## config.mk

```make
export PLATFORM = sky130hd
export DESIGN_NAME = mds_ctrl
export DESIGN_NICKNAME = d
export VERILOG_FILES = /design/src/rtl/core/mds_pkg.sv /design/src/rtl/core/mds_ctrl.sv
export SDC_FILE = /design/constraint.sdc
export NUM_CORES = 1
export LEC_CHECK = 0
export BUFFER_PORTS_ARGS = -buffer_cell sky130_fd_sc_hd__buf_4
export CORE_MARGIN = 2
export CORE_UTILIZATION = 42
export DETAILED_ROUTE_END_ITERATION = 6
export HOLD_SLACK_MARGIN = 0.15
export PLACE_DENSITY_LB_ADDON = 0.15
export SLEW_MARGIN = 30
export SYNTH_ARGS = -nofsm -noshare
export SYNTH_HDL_FRONTEND = slang
export SYNTH_SLANG_ARGS = --single-unit
```

## constraint.sdc

```tcl
create_clock -name clk -period 1.4 [get_ports clk]
set_input_delay 0.28 -clock clk [delete_from_list [all_inputs] [get_ports clk]]
set_output_delay 0.28 -clock clk [all_outputs]
set_load 0.05 [all_outputs]
```

## src/rtl/core/mds_pkg.sv

```systemverilog
// ----------------------------------------------------------------------------
// mds_pkg
// Shared types and constants for the maze depth-first exit search block.
// ----------------------------------------------------------------------------
`default_nettype none

package mds_pkg;

  // Grid store geometry
  localparam int MAX_ROWS   = 64;
  localparam int MAX_COLS   = 64;
  localparam int ROW_W      = 6;
  localparam int COL_W      = 6;
  localparam int POS_W      = ROW_W + COL_W;
  localparam int GRID_DEPTH = MAX_ROWS * MAX_COLS;
  localparam int DIM_W      = 7;
  localparam int CELL_W     = 4;

  // Pending-position stack
  localparam int STACK_DEPTH = 16384;
  localparam int SP_W        = $clog2(STACK_DEPTH);
  localparam int CNT_W       = SP_W + 1;

  // Stream payload widths
  localparam int ACT_W     = 2;
  localparam int STATUS_W  = 3;
  localparam int IN_DATA_W = 24;
  localparam int OUT_DATA_W = 8;

  // Cell codes
  localparam logic [CELL_W-1:0] CELL_OPEN    = 4'd1;
  localparam logic [CELL_W-1:0] CELL_VISITED = 4'd2;
  localparam logic [CELL_W-1:0] CELL_ENTRY   = 4'd5;
  localparam logic [CELL_W-1:0] CELL_EXIT    = 4'd9;

  // Configuration register indexes
  localparam logic CFG_GRID_WIDTH  = 1'b0;
  localparam logic CFG_GRID_HEIGHT = 1'b1;

  // Action codes
  localparam logic [ACT_W-1:0] ACT_WRITE  = 2'd0;
  localparam logic [ACT_W-1:0] ACT_SEARCH = 2'd1;
  localparam logic [ACT_W-1:0] ACT_READ   = 2'd2;

  // Result status codes
  localparam logic [STATUS_W-1:0] ST_DONE        = 3'd0;
  localparam logic [STATUS_W-1:0] ST_FOUND       = 3'd1;
  localparam logic [STATUS_W-1:0] ST_UNREACHABLE = 3'd2;
  localparam logic [STATUS_W-1:0] ST_NO_ENTRY    = 3'd3;
  localparam logic [STATUS_W-1:0] ST_OVERFLOW    = 3'd4;

  // Controller states
  typedef enum logic [3:0] {
    S_IDLE,
    S_RDWAIT,
    S_POP,
    S_POS,
    S_CHK,
    S_NBR,
    S_NTEST,
    S_MARK,
    S_FINISH
  } state_t;

  // Neighbor order
  typedef enum logic [1:0] {
    DIR_UP,
    DIR_DOWN,
    DIR_LEFT,
    DIR_RIGHT
  } dir_t;

  // Stack count operations
  typedef enum logic [2:0] {
    CNT_HOLD,
    CNT_ONE,
    CNT_DEC,
    CNT_INC,
    CNT_CLR
  } cnt_op_t;

  // Grid read address source
  typedef enum logic [1:0] {
    GRD_IN,
    GRD_STK,
    GRD_NBR
  } grd_sel_t;

  // Grid write source
  typedef enum logic {
    GWR_IN,
    GWR_MARK
  } gwr_sel_t;

  // Stack write source
  typedef enum logic {
    STK_ENTRY,
    STK_NBR
  } stk_sel_t;

  typedef struct packed {
    logic                grid_we;
    gwr_sel_t            gwr_sel;
    logic                grid_re;
    grd_sel_t            grd_sel;
    logic                stk_we;
    stk_sel_t            stk_sel;
    logic                stk_re;
    cnt_op_t             cnt_op;
    logic                pos_ld;
    logic                k_clr;
    logic                k_inc;
    logic                out_ld;
    logic [STATUS_W-1:0] out_status;
    logic                out_rd_grid;
  } mds_cmd_t;

  typedef struct packed {
    logic out_free;
    logic cnt_zero;
    logic cnt_full;
    logic entry_known;
    logic cell_exit;
    logic cell_pass;
    logic nbr_ok;
    logic k_last;
  } mds_sts_t;

endpackage

`default_nettype wire

```

## src/rtl/core/mds_ctrl.sv

```systemverilog
// ----------------------------------------------------------------------------
// mds_ctrl
// Controller: sequences cell writes, reads and the depth-first search.
// ----------------------------------------------------------------------------
`default_nettype none

module mds_ctrl
  import mds_pkg::*;
(
  input  wire logic             clk,
  input  wire logic             rst_n,
  input  wire logic             in_tvalid,
  input  wire logic [ACT_W-1:0] in_action,
  output logic                  in_tready,
  input  wire mds_sts_t         sts,
  output mds_cmd_t              cmd
);

  state_t              state_r, state_nxt;
  logic [STATUS_W-1:0] fin_status_r, fin_status_nxt;
  logic                accept;

  assign in_tready = (state_r == S_IDLE) && sts.out_free;
  assign accept    = in_tvalid && in_tready;

  // State register
  always_ff @(posedge clk) begin
    if (!rst_n) begin
      state_r      <= S_IDLE;
      fin_status_r <= ST_DONE;
    end else begin
      state_r      <= state_nxt;
      fin_status_r <= fin_status_nxt;
    end
  end

  // Next state
  always_comb begin
    state_nxt = state_r;
    case (state_r)
      S_IDLE: begin
        if (accept) begin
          if (in_action == ACT_READ) begin
            state_nxt = S_RDWAIT;
          end else if (in_action == ACT_SEARCH && sts.entry_known) begin
            state_nxt = S_POP;
          end
        end
      end
      S_RDWAIT: begin
        if (sts.out_free) state_nxt = S_IDLE;
      end
      S_POP: begin
        state_nxt = sts.cnt_zero ? S_FINISH : S_POS;
      end
      S_POS: state_nxt = S_CHK;
      S_CHK: begin
        state_nxt = sts.cell_exit ? S_FINISH : S_NBR;
      end
      S_NBR: begin
        if (sts.nbr_ok) begin
          state_nxt = S_NTEST;
        end else if (sts.k_last) begin
          state_nxt = S_MARK;
        end
      end
      S_NTEST: begin
        if (sts.cell_pass && sts.cnt_full) begin
          state_nxt = S_FINISH;
        end else begin
          state_nxt = sts.k_last ? S_MARK : S_NBR;
        end
      end
      S_MARK: state_nxt = S_POP;
      S_FINISH: begin
        if (sts.out_free) state_nxt = S_IDLE;
      end
      default: state_nxt = S_IDLE;
    endcase
  end

  // Command outputs
  always_comb begin
    cmd            = '0;
    cmd.gwr_sel    = GWR_IN;
    cmd.grd_sel    = GRD_IN;
    cmd.stk_sel    = STK_ENTRY;
    cmd.cnt_op     = CNT_HOLD;
    cmd.out_status = ST_DONE;
    fin_status_nxt = fin_status_r;
    case (state_r)
      S_IDLE: begin
        if (accept) begin
          case (in_action)
            ACT_WRITE: begin
              cmd.grid_we = 1'b1;
              cmd.out_ld  = 1'b1;
            end
            ACT_READ: begin
              cmd.grid_re = 1'b1;
            end
            ACT_SEARCH: begin
              if (sts.entry_known) begin
                cmd.stk_we = 1'b1;
                cmd.cnt_op = CNT_ONE;
              end else begin
                cmd.out_ld     = 1'b1;
                cmd.out_status = ST_NO_ENTRY;
              end
            end
            default: cmd.out_ld = 1'b1;
          endcase
        end
      end
      S_RDWAIT: begin
        cmd.out_ld      = sts.out_free;
        cmd.out_rd_grid = 1'b1;
      end
      S_POP: begin
        if (sts.cnt_zero) begin
          fin_status_nxt = ST_UNREACHABLE;
        end else begin
          cmd.stk_re = 1'b1;
          cmd.cnt_op = CNT_DEC;
        end
      end
      S_POS: begin
        cmd.grid_re = 1'b1;
        cmd.grd_sel = GRD_STK;
        cmd.pos_ld  = 1'b1;
      end
      S_CHK: begin
        if (sts.cell_exit) begin
          cmd.cnt_op     = CNT_CLR;
          fin_status_nxt = ST_FOUND;
        end else begin
          cmd.k_clr = 1'b1;
        end
      end
      S_NBR: begin
        if (sts.nbr_ok) begin
          cmd.grid_re = 1'b1;
          cmd.grd_sel = GRD_NBR;
        end else begin
          cmd.k_inc = !sts.k_last;
        end
      end
      S_NTEST: begin
        if (sts.cell_pass && sts.cnt_full) begin
          cmd.cnt_op     = CNT_CLR;
          fin_status_nxt = ST_OVERFLOW;
        end else begin
          if (sts.cell_pass) begin
            cmd.stk_we  = 1'b1;
            cmd.stk_sel = STK_NBR;
            cmd.cnt_op  = CNT_INC;
          end
          cmd.k_inc = !sts.k_last;
        end
      end
      S_MARK: begin
        cmd.grid_we = 1'b1;
        cmd.gwr_sel = GWR_MARK;
      end
      S_FINISH: begin
        cmd.out_ld     = sts.out_free;
        cmd.out_status = fin_status_r;
      end
      default: ;
    endcase
  end

  // Never overwrite a result still waiting for the receiver
  a_out_free: assert property (@(posedge clk) disable iff (!rst_n)
    cmd.out_ld |-> sts.out_free)
    else $error("result loaded while output register busy");

  // A popped exit empties the stack
  a_found_clears: assert property (@(posedge clk) disable iff (!rst_n)
    (state_r == S_CHK && sts.cell_exit) |=> sts.cnt_zero)
    else $error("stack not cleared after exit found");

  // A search only starts with a recorded entry
  a_search_entry: assert property (@(posedge clk) disable iff (!rst_n)
    (state_r == S_IDLE && state_nxt == S_POP) |-> sts.entry_known)
    else $error("search started without entry");

endmodule

`default_nettype wire

```

==> results of run 1 <==
## stage by stage
step                      utilization [%]  hold slack [ns]
after global placement               81.0            0.471
after detailed placement             81.0            0.474
after floorplan                         -            0.399
## cell families after synthesis
group,Yosys count,synth area share [%]
AOI/OAI and AO/OA,35,30.1
xor gates and xnor gates,1,1.11
buffers and inverters,11,7.75
DFF,7,17.7
and+or+nand+nor,58,43.4
## cells in the mapped netlist (all sizes together), types with 2 or more instances
library cell	count
a21boi	2
nor3b	2
nor2b	4
o21a	3
nand3	4
dfxtp	7
nand2b	4
nand3b	2
inv	4
nor3	6
and3	2
nand4b	2
nor2	13
buf	7
o21ai	8
and2	2
nand2	13
a21oi	9
a31oi	3
==> summary.txt, run 1 <==
Status: did not finish
Exit stage: clock tree synthesis
Stop Error: [ERROR DPL-0033] detailed placement checks failed during check placement.
Synth Register Bits: 7
Ys flop type: dfxtp_1
Detailed-placement wirelength estimate: 2.25 mm
Top-area cell type share of the netlist area: 17.7%
Hold-fix buffers, CTS: 0
Post-synth top area cell: dfxtp_1
Setup Fix Bufs, Post-CTS: 7
Post-Syn Area: 791 µm²
Post-Syn Instances: 112
Number of port buffers: 32
Num rows: 15
Ys Warns: 0
DP Area: 1410 µm²
Die Width: 47.4 µm
CTS Root Cell: clkbuf_4
Die extent in y: 47.4 µm
Asr flop ratio synth: 0%
Mean post-synth cell area: 7.06 µm²
Register area share after synthesis: 17.7%
CTS Buf Count: 3
Placed cells: 192
Gp weighted congestion: 0.898
Pre-CTS WS: -0.301 ns
Syn nets: 125
Initial Utilization: 45.3%
H-tree depth: 1
CTS Sinks: 7
IO Pins: 33
Synth top area cells: dfxtp_1 (18%), nand2_1 (5.7%), nor2_1 (5.7%)
Maximum clock path buffer count: 2
Gates resized, CTS repair: 56
Post-synth EDFFs: 0
Synth unique cells: 44
==> inputs of run 2 (changes only) <==
--- a/config.mk
+++ b/config.mk
@@ -6,10 +6,9 @@
 export NUM_CORES = 1
 export LEC_CHECK = 0
 export BUFFER_PORTS_ARGS = -buffer_cell sky130_fd_sc_hd__buf_4
-export CORE_MARGIN = 2
-export CORE_UTILIZATION = 42
+export CORE_AREA = 2 2 63 65
 export DETAILED_ROUTE_END_ITERATION = 6
-export HOLD_SLACK_MARGIN = 0.15
+export DIE_AREA = 0 0 65 67
 export PLACE_DENSITY_LB_ADDON = 0.15
 export SLEW_MARGIN = 30
 export SYNTH_ARGS = -nofsm -noshare
==> constraint.sdc (replaced) <==
create_clock -name clk -period 1.8 [get_ports clk]
set_input_delay 0.36 -clock clk [delete_from_list [all_inputs] [get_ports clk]]
set_output_delay 0.36 -clock clk [all_outputs]
set_load 0.05 [all_outputs]
==> run 2 against run 1 <==
The flow now finishes, with violations (setup timing). Synthesized cell count unchanged. Synthesized area stayed put.
==> summary.txt, run 2 <==
Status: finished with violations (was did not finish)
Failing checks: setup timing
Syn nets: 125 (unchanged)
Hold-fix buffers, CTS: 0 (unchanged)
Final Hold Fails: 0
Register area share after synthesis: 17.7% (unchanged)
CTS Root Cell: clkbuf_8 (was clkbuf_4)
Drt total wl: 2.68 mm
Num rows: 22 (was 15)
Die area: 4360 µm²
Largest family of logic cells by synthesized area: simple AND/OR/NAND/NOR gates (unchanged)
Slew @ Worst Pin: 0.298 ns
Crit path DAT: 1.56 ns
Post-Syn Instances: 112 (unchanged)
Routed WL per cell: 12.7 µm
Ys Warns: 0 (unchanged)
Global-route wire length before repair: 4.18 mm
Detailed-placement wirelength estimate: 2.14 mm (was 2.25 mm)
Multi-input gate area: 724 µm²
Iter 0 DRT Violations: 42
H-tree depth: 1 (unchanged)
Worst-Skew Late Latency: 0.22 ns
Vias in the first global route: 883
Die Width: 65 µm (was 47.4 µm)
Largest registers: state_r: 4 flops, fin_status_r: 3 flops
Top-area cell type share of the netlist area: 17.7% (unchanged)
Largest net degree at the start of global routing: 14
Skew final: 0.000846 ns
IO Pins: 33 (unchanged)
Vias per cell: 4.75
Synth Register Bits: 7 (unchanged)
Gp weighted congestion: 0.805 (was 0.898)
Initial Utilization: 21.9% (was 45.3%)
Post-DRT Antenna Nets: 0
Asr flop ratio synth: 0% (unchanged)
Synth Area in Compound Gates: 30.1% (unchanged)
Post-Synth Adder-Cell Area: 0% (unchanged)
Most flop-heavy register: state_r
Fin crit share: 107%
Die extent in y: 67 µm (was 47.4 µm)
Reg clk slew, reported paths: 0.04 ns
Final #Nets: 177
Worst Setup Slack, final: -0.122 ns
Peak supply drop: 0.000341 V
Floorplan Core Area: 3610 µm²
Number of fill cells: 382
Most frequent cells in the layout: buf_4 (36), buf_6 (17), nand2_1 (12), nor2_1 (8), a21oi_1 (7)
Remaining DRCs: 0
Ys flop type: dfxtp_1 (unchanged)
CP endpoint kind: output port
Min Hold Slack: 0.429 ns
Synth unique cells: 44 (unchanged)
Core Util, Final: 40.7%
GRT overflow: 0
Slew HR: 79.9%
Hold WC Path Type: in2reg
Total global routing track utilization: 12.6%
CTS tree: yes
Setup_tns: -0.828 ns
Power Dens Cells: 878 nW/µm²
Area share of and/or/nand/nor cells after synthesis: 43.4% (unchanged)
Leakage power: 0.000649 µW
Post-synthesis xor/xnor area fraction: 1.11% (unchanged)
Final setup fails: 12
Register area: 146 µm²
Number of port buffers: 32 (unchanged)
Mux cell area share after synthesis: 0% (unchanged)
Post-Syn Area: 791 µm² (unchanged)
CTS Buf Count: 3 (unchanged)
Max Slew Vio Count: 0
Worst Path Max Fanout: 4
Max FFs per register: 4
Post-synth top area cell: dfxtp_1 (unchanged)
Max-Cap Viols: 0
Synth top area cells: dfxtp_1 (18%), nand2_1 (5.7%), nor2_1 (5.7%) (unchanged)
Post-synth top cells: nand2_1 (12), nor2_1 (12), a21oi_1 (7), dfxtp_1 (7), nor3_1 (6) (unchanged)
Worst setup SP type: register
Via count: 1003
Post-synth EDFFs: 0 (unchanged)
Pre-antenna DRT Iters: 4
Ant. Diodes: 0
Highest Clock Rate: 520 MHz
Mean post-synth cell area: 7.06 µm² (unchanged)
WP data required: 1.44 ns
Minimum clock period: 1.92 ns
Maximum clock path buffer count: 2 (unchanged)
Area grow syn2layout: 85.6%
Initial antenna violation count: 0
CTS Sinks: 7 (unchanged)
Most common cell after layout, fill and taps aside: buf_4
Critical path type: reg2out
RSZ-0062 raised after global routing: yes
Fraction of layout cells with a size suffix above 1: 52.8%
run 2: cell counts after synthesis:
No cell type changed its count.
run 2: routing by layer:
metal / global-route usage, % / part of all wire, % / vias up
met3: 3.21 / 4.1 / 2
li1: - / - / 504
met2: 22.0 / 50 / 25
met4: 1.60 / 0.71 / 0
met5: 0 / 0 / -
met1: 15.8 / 45 / 472
run 2: logic make-up (layout without fill, tap and decap cells):
group                     count (synthesis)  in the layout
buffers and inverters                    11             62
and+or+nand+nor                          58             58
DFF                                       7              7
AOI/OAI and AO/OA                        35             35
xor gates and xnor gates                  1              1
run 2: worst max-delay path, cell delays in order, from the launching register on:
cell	delay, ns
dfxtp_2	0.31
or3b_4	0.43
nor2_8	0.14
nand4b_4	0.12
a21oi_2	0.16
buf_6	0.17
run 2: area by class of cell:
type,instances,area share [%]
sequential,7,9.97
tap,48,4.09
inverter,4,1.02
clock buffer,4,3.07
multi-input combinational,94,49.4
timing repair buffer,54,32.5
run 2: final timing paths:
kind,from,endpoint,slack [ns],depth (start not counted)
worst max register to register,state_r[2],fin_status_r[1],0.39,6
worst min-delay path,rst_n,state_r[3],0.43,3
worst min register to register,fin_status_r[0],fin_status_r[0],0.47,2
worst max-delay path,state_r[2],cmd[1],-0.12,5
run 2: power by group:
part	total, µW	leakage [µW]	internal (µW)	switching [µW]
clock network	218	0.0000228	153	64.7
logic	862	0.000568	370	492
registers	209	0.0000584	184	24.5
run 2: through the flow:
stage          std cells  instance area [µm²]  worst slack (ns)  power (µW)
3_3_place_gp         200                 1240           -0.0395         933
5_1_grt              211                 1470            -0.178        1360
3_5_place_dp         200                 1240           -0.0431         928
2_1_floorplan        112                  881            -0.277         711
4_1_cts              206                 1390            -0.135        1240
6_report             211                 1470            -0.122        1290
run 2: timing repair:
| action | 4_1_cts | 5_1_grt |
|---|---|---|
| gates cloned | 0 | 0 |
| pin swaps | 5 | 2 |
| buffers inserted | 2 | 5 |
| setup endpoints to repair | 15 | 17 |
| resized for setup | 22 | 11 |
Power figures use the tool's default switching activity.
==> inputs of run 3 (changes only) <==
==> constraint.sdc (replaced) <==
create_clock -name clk -period 2.4 [get_ports clk]
set_input_delay 0.48 -clock clk [delete_from_list [all_inputs] [get_ports clk]]
set_output_delay 0.48 -clock clk [all_outputs]
set_load 0.05 [all_outputs]
==> run 3 against run 2 <==
The run now ends clean. Die area unchanged. Setup slack improved by 0.27 ns. Largest cell class unchanged. Utilization down 8.9 points. Cell area fell by 22%. Count of clock-buffer cells in the layout stayed put. Clock power shrank 23%. Combinational power decreased by 49%. Total power shrank 39%. Clock skew about the same. Critical path depth up 1. First-iteration DRC count down 36%.
==> summary.txt, run 3 (same netlist as run 2, synthesis figures left out) <==
Status: completed (was finished with violations)
CTS Root Cell: clkbuf_8 (unchanged)
Reg clk slew, reported paths: 0.04 ns (about the same)
Largest net degree at the start of global routing: 19 (was 14)
Hold-fix buffers, CTS: 0 (unchanged)
Hold_sp: fin_status_r[0] (was rst_n)
Max-Cap Viols: 0 (unchanged)
Initial antenna violation count: 0 (unchanged)
IO Pins: 33 (unchanged)
Hold EP: fin_status_r[0] (was state_r[3])
Most common cell after layout, fill and taps aside: buf_4 (unchanged)
Area grow syn2layout: 45.1% (was 85.6%)
Floorplan Core Area: 3610 µm² (unchanged)
Peak supply drop: 0.000314 V (was 0.000341 V)
Via count: 936 (was 1003)
Min-Delay Path Depth: 2 (was 3)
Worst Path Max Fanout: 12 (was 4)
Die extent in y: 67 µm (unchanged)
Routed WL per cell: 13.6 µm (was 12.7 µm)
Max Slew Vio Count: 0 (unchanged)
Initial Utilization: 21.9% (unchanged)
Worst Reg2Reg Path Length in Cells: 5 (was 6)
Power Dens Cells: 690 nW/µm² (was 878 nW/µm²)
Crit path DAT: 1.77 ns (was 1.56 ns)
Remaining DRCs: 0 (unchanged)
Iter 0 DRT Violations: 27 (was 42)
H-tree depth: 1 (unchanged)
Minimum clock period: 2.25 ns
Maximum clock path buffer count: 2 (unchanged)
Most frequent cells in the layout: buf_4 (35), nand2_1 (12), nor2_1 (11), a21oi_1 (7), dfxtp_1 (6) (was buf_4 (36), buf_6 (17), nand2_1 (12), nor2_1 (8), a21oi_1 (7))
RSZ-0062 raised after global routing: no (was yes)
Detailed-placement wirelength estimate: 2.06 mm (was 2.14 mm)
Leakage power: 0.000515 µW (was 0.000649 µW)
Setup_tns: 0 ns (was -0.828 ns)
Final Hold Fails: 0 (unchanged)
Placed cells: 188 (was 200)
Highest Clock Rate: 444 MHz
Die Width: 65 µm (unchanged)
Global-route wire length before repair: 4.25 mm (was 4.18 mm)
Pre-antenna DRT Iters: 4 (unchanged)
DP Area: 1090 µm² (was 1240 µm²)
Largest registers: state_r: 4 flops, fin_status_r: 3 flops (unchanged)
Vias per cell: 4.88 (was 4.75)
Drt total wl: 2.61 mm (was 2.68 mm)
Slew HR: 64.7% (was 79.9%)
CTS Sinks: 7 (unchanged)
Worst setup SP type: register (unchanged)
CTS Buf Count: 3 (unchanged)
Fraction of layout cells with a size suffix above 1: 37.5% (was 52.8%)
CP Launch Point: state_r[2] (unchanged)
Design Area, Final: 1150 µm² (was 1470 µm²)
Worst-Skew Late Latency: 0.23 ns (was 0.22 ns)
Min Hold Slack: 0.468 ns (was 0.429 ns)
Number of fill cells: 399 (was 382)
Most flop-heavy register: state_r (unchanged)
GRT overflow: 0 (unchanged)
Fin crit share: 93.8%
Final setup fails: 0 (was 12)
Slew @ Worst Pin: 0.529 ns (was 0.298 ns)
Num rows: 22 (unchanged)
Final #Nets: 158 (was 177)
Max FFs per register: 4 (unchanged)
Ant. Diodes: 0 (unchanged)
CP endpoint kind: output port (unchanged)
FF-to-FF setup slack: 0.90 ns (was 0.39 ns)
Worst reg2reg path startpoint: state_r[2] (unchanged)
Post-DRT Antenna Nets: 0 (unchanged)
Hold WC Path Type: reg2reg (was in2reg)
Skew final: 0.00108 ns (was 0.000846 ns)
Number of port buffers: 32 (unchanged)
Vias in the first global route: 858 (was 883)
Fin cells: 192 (was 211)
Gp weighted congestion: 0.772 (was 0.805)
R2R Path End: state_r[1] (was fin_status_r[1])
Critical path type: reg2out (unchanged)
CTS tree: yes (unchanged)
Die area: 4360 µm² (unchanged)
WP data required: 1.92 ns (was 1.44 ns)
Core Util, Final: 31.8% (was 40.7%)
Total global routing track utilization: 12.8% (was 12.6%)
==> run 3: worst max-delay path by stage <==
stage	to	cells after the start
final	cmd[16]	6
after global routing	cmd[16]	6
after CTS	cmd[5]	5
after detailed placement	cmd[13]	4
after global placement	cmd[13]	4
after floorplan	cmd[13]	4
==> run 3: stage by stage <==
stage | total power (µW) | setup WS, ns
global placement | 623 | 0.332
global route | 851 | 0.0343
CTS | 799 | 0.0879
detailed placement | 622 | 0.321
finish | 792 | 0.149
floorplan | 508 | -0.0376
==> run 3: timing repair <==
action,in CTS,in global routing
hold endpoints to repair,0,0
setup endpoints to repair,0,4
gates resized for setup,0,2
buffers inserted,0,0
==> run 3: worst max-delay path, stage by stage (launching register included) <==
cell      delay, ns
dfxtp_1        0.56
buf_4          0.21
nand3b_1       0.16
nor2_1         0.24
a21oi_1        0.11
o21ai_2        0.06
buf_4          0.20
==> run 3: report_power, final <==
group / switching (µW) / internal, µW / leakage (µW)
Clock: 52.5 / 115 / 0.0000228
Combinational: 280 / 159 / 0.000435
Sequential: 49.8 / 135 / 0.0000572
==> run 3: final cells by class <==
type                            count  area, µm²  share of cell area, %
Clock buffer                        4       45.0                   3.93
Inverter                            4       15.0                   1.31
Multi-Input combinational cell     94        623                   54.3
Sequential cell                     7        141                   12.3
Tap cell                           48       60.1                   5.23
Timing Repair Buffer               35        263                   22.9
==> run 3: per-layer routing <==
layer,share of wire [%],track usage [%]
met4,0,2.39
met5,0,0
met3,4.1,3.38
met1,50,18.5
met2,46,18.8
==> inputs of run 4 (changes only) <==
--- a/config.mk
+++ b/config.mk
@@ -7,6 +7,7 @@
 export LEC_CHECK = 0
 export BUFFER_PORTS_ARGS = -buffer_cell sky130_fd_sc_hd__buf_4
 export CORE_AREA = 2 2 63 65
+export CTS_BUF_LIST = sky130_fd_sc_hd__clkbuf_2
 export DETAILED_ROUTE_END_ITERATION = 6
 export DIE_AREA = 0 0 65 67
 export PLACE_DENSITY_LB_ADDON = 0.15
==> run 4 against run 3 <==
Non-clock buffer count unchanged. Total power fell by 10%. Cell area is 2.6% lower. Register-to-register slack improved by 0.02 ns. Worst hold slack better by 0.0035 ns. Critical path depth decreased by 1. Final cell count stayed put. Clock skew grew 0.00074 ns. Clock power decreased by 45%. Sequential power about the same. Fmax grew 0.22%. Critical endpoint is now cmd[2]. Largest cell class unchanged.
==> summary.txt, run 4 (same netlist as run 2, synthesis figures left out) <==
Status: completed (unchanged)
Initial Utilization: 21.9% (unchanged)
Psw: 376 µW (was 382 µW)
Hold-fix buffers, CTS: 0 (unchanged)
FF-to-FF setup slack: 0.92 ns (was 0.90 ns)
Core Util, Final: 31.0% (was 31.8%)
Critical path type: reg2out (unchanged)
Highest Clock Rate: 445 MHz (was 444 MHz)
Worst Path Max Fanout: 13 (was 12)
Setup_tns: 0 ns (unchanged)
Fraction of layout cells with a size suffix above 1: 38.9% (was 37.5%)
Largest registers: state_r: 4 flops, fin_status_r: 3 flops (unchanged)
CTS Root Cell: clkbuf_2 (was clkbuf_8)
CP endpoint kind: output port (unchanged)
Die Width: 65 µm (unchanged)
Total global routing track utilization: 12.8% (about the same)
Slew @ Worst Pin: 0.460 ns (was 0.529 ns)
Critical path's slowest cell: dfxtp_1 (unchanged)
Vias in the first global route: 869 (was 858)
Initial antenna violation count: 0 (unchanged)
CP Launch Point: state_r[3] (was state_r[2])
Pre-antenna DRT Iters: 4 (unchanged)
Worst Reg2Reg Path Length in Cells: 4 (was 5)
H-tree depth: 1 (unchanged)
Worst-Skew Late Latency: 0.24 ns (was 0.23 ns)
Final #Nets: 158 (unchanged)
Gp weighted congestion: 0.772 (unchanged)
Max FFs per register: 4 (unchanged)
Skew final: 0.00182 ns (was 0.00108 ns)
Comb pwr share: 61.5% (was 55.5%)
Ant. Diodes: 0 (unchanged)
Peak supply drop: 0.000270 V (was 0.000314 V)
Num rows: 22 (unchanged)
Power Dens Cells: 637 nW/µm² (was 690 nW/µm²)
CP Capture Point: cmd[2] (was cmd[16])
Number of fill cells: 403 (was 399)
Hold WC Path Type: reg2reg (unchanged)
Internal Pwr Total: 336 µW (was 409 µW)
IO Pins: 33 (unchanged)
Final setup fails: 0 (unchanged)
Most flop-heavy register: state_r (unchanged)
Crit path DAT: 1.77 ns (about the same)
WP data required: 1.92 ns (about the same)
Critical Path, Cell by Cell: or2_1, nor2_8, nand4b_4, a21oi_2, buf_4 (was buf_4, nand3b_1, nor2_1, a21oi_1, o21ai_2, buf_4)
Remaining DRCs: 0 (unchanged)
Via count: 950 (was 936)
Reg power frac: 25.6% (was 23.4%)
Reg clk slew, reported paths: 0.08 ns (was 0.04 ns)
Iter 0 DRT Violations: 23 (was 27)
Leakage power: 0.000511 µW (was 0.000515 µW)
Die extent in y: 67 µm (unchanged)
CTS Sinks: 7 (unchanged)
Buf+Inv Stages, Crit Path: 1 (was 2)
Most common cell after layout, fill and taps aside: buf_4 (unchanged)
Final Hold Fails: 0 (unchanged)
Area grow syn2layout: 41.3% (was 45.1%)
Post-DRT Antenna Nets: 0 (unchanged)
CTS tree: yes (unchanged)
CTS Buf Count: 3 (unchanged)
Most frequent cells in the layout: buf_4 (35), nand2_1 (12), nor2_1 (11), a21oi_1 (7), dfxtp_1 (5) (was buf_4 (35), nand2_1 (12), nor2_1 (11), a21oi_1 (7), dfxtp_1 (6))
Drt total wl: 2.62 mm (was 2.61 mm)
Worst setup SP type: register (unchanged)
Detailed-placement wirelength estimate: 2.06 mm (unchanged)
RSZ-0062 raised after global routing: no (unchanged)
Slew HR: 69.3% (was 64.7%)
WP depth: 5 (was 6)
Pre-CTS WS: 0.321 ns (unchanged)
Max-Cap Viols: 0 (unchanged)
Switching Fraction: 52.8% (was 48.3%)
Global-route wire length before repair: 4.31 mm (was 4.25 mm)
Max Slew Vio Count: 0 (unchanged)
Minimum clock period: 2.25 ns (about the same)
Slowest stage delay, CP: 0.45 ns (was 0.56 ns)
Die area: 4360 µm² (unchanged)
Clock Power Share: 13.0% (was 21.2%)
Worst reg2reg path startpoint: state_r[1] (was state_r[2])
Worst Setup Slack, final: 0.154 ns (was 0.149 ns)
R2R Path End: state_r[0] (was state_r[1])
Vias per cell: 4.95 (was 4.88)
Crit path max-delay family: simple AND/OR/NAND/NOR gates (was flip-flops)
Largest net degree at the start of global routing: 19 (unchanged)
GRT overflow: 0 (unchanged)
Number of port buffers: 32 (unchanged)
Fin crit share: 93.6% (was 93.8%)
Routed WL per cell: 13.6 µm (about the same)
Floorplan Core Area: 3610 µm² (unchanged)
Maximum clock path buffer count: 2 (unchanged)
## run 4: cell types whose count changed in the layout (fill, tap and decap cells not counted)
| cell | delta |
|---|---|
| clkbuf_2 | +4 |
| nor3b_2 | +1 |
| dfxtp_1 | -1 |
| clkbuf_1 | -1 |
| dfxtp_2 | +1 |
| clkbuf_8 | -3 |
| nor3b_4 | -1 |
## run 4: power groups by stage
stage                     Clock [µW]  Combinational (µW)  Sequential (µW)
after floorplan                    0                 358              149
after detailed placement           0                 440              183
after CTS                        100                 442              181
after global placement             0                 439              183
after global routing             105                 475              188
final                           92.2                 438              182
## run 4: worst register-to-register path, cell delays in order, from the launching register on
cell     delay, ns
dfxtp_1       0.38
buf_4         0.23
or3_1         0.47
o21ai_0       0.22
a31oi_1       0.05
## run 4: timing repair
| action | in CTS | in global routing |
|---|---|---|
| setup buffers | 0 | 0 |
| resized for setup | 0 | 2 |
| endpoints found under the setup margin | 0 | 9 |
## run 4: worst min-delay path by stage
stage / from / slack [ns] / end / depth (start not counted)
after floorplan: fin_status_r[1] / 0.44 / fin_status_r[1] / 1
after global placement: fin_status_r[1] / 0.46 / fin_status_r[1] / 1
after detailed placement: fin_status_r[0] / 0.47 / fin_status_r[0] / 2
after CTS: fin_status_r[0] / 0.48 / fin_status_r[0] / 2
after global routing: fin_status_r[0] / 0.50 / fin_status_r[0] / 2
final: fin_status_r[0] / 0.47 / fin_status_r[0] / 2
## run 4: cell type report
cell class	count	area (µm²)	share of cell area, %
tap	48	60.1	5.38
sequential	7	143	12.8
multi-input combinational	94	617	55.2
clock buffer	4	20.0	1.79
timing repair buffer	35	263	23.5
inverter	4	15.0	1.34
## run 4: per-stage QoR
stage | power (µW) | instances | area, µm² | hold WS, ns
after floorplan | 508 | 112 | 818 | 0.440
after global placement | 623 | 188 | 1090 | 0.455
after detailed placement | 622 | 188 | 1090 | 0.466
after CTS | 723 | 192 | 1110 | 0.480
after global routing | 768 | 192 | 1120 | 0.501
final | 712 | 192 | 1120 | 0.472
## run 4: layer usage
| metal | global-route usage [%] | routed length (µm) | vias to the layer above |
|---|---|---|---|
| met5 | 0 | 0 | - |
| met4 | 1.60 | 4 | 0 |
| met3 | 3.38 | 165 | 2 |
| met2 | 19.2 | 1220 | 34 |
| met1 | 18.7 | 1230 | 447 |
| li1 | - | - | 467 |
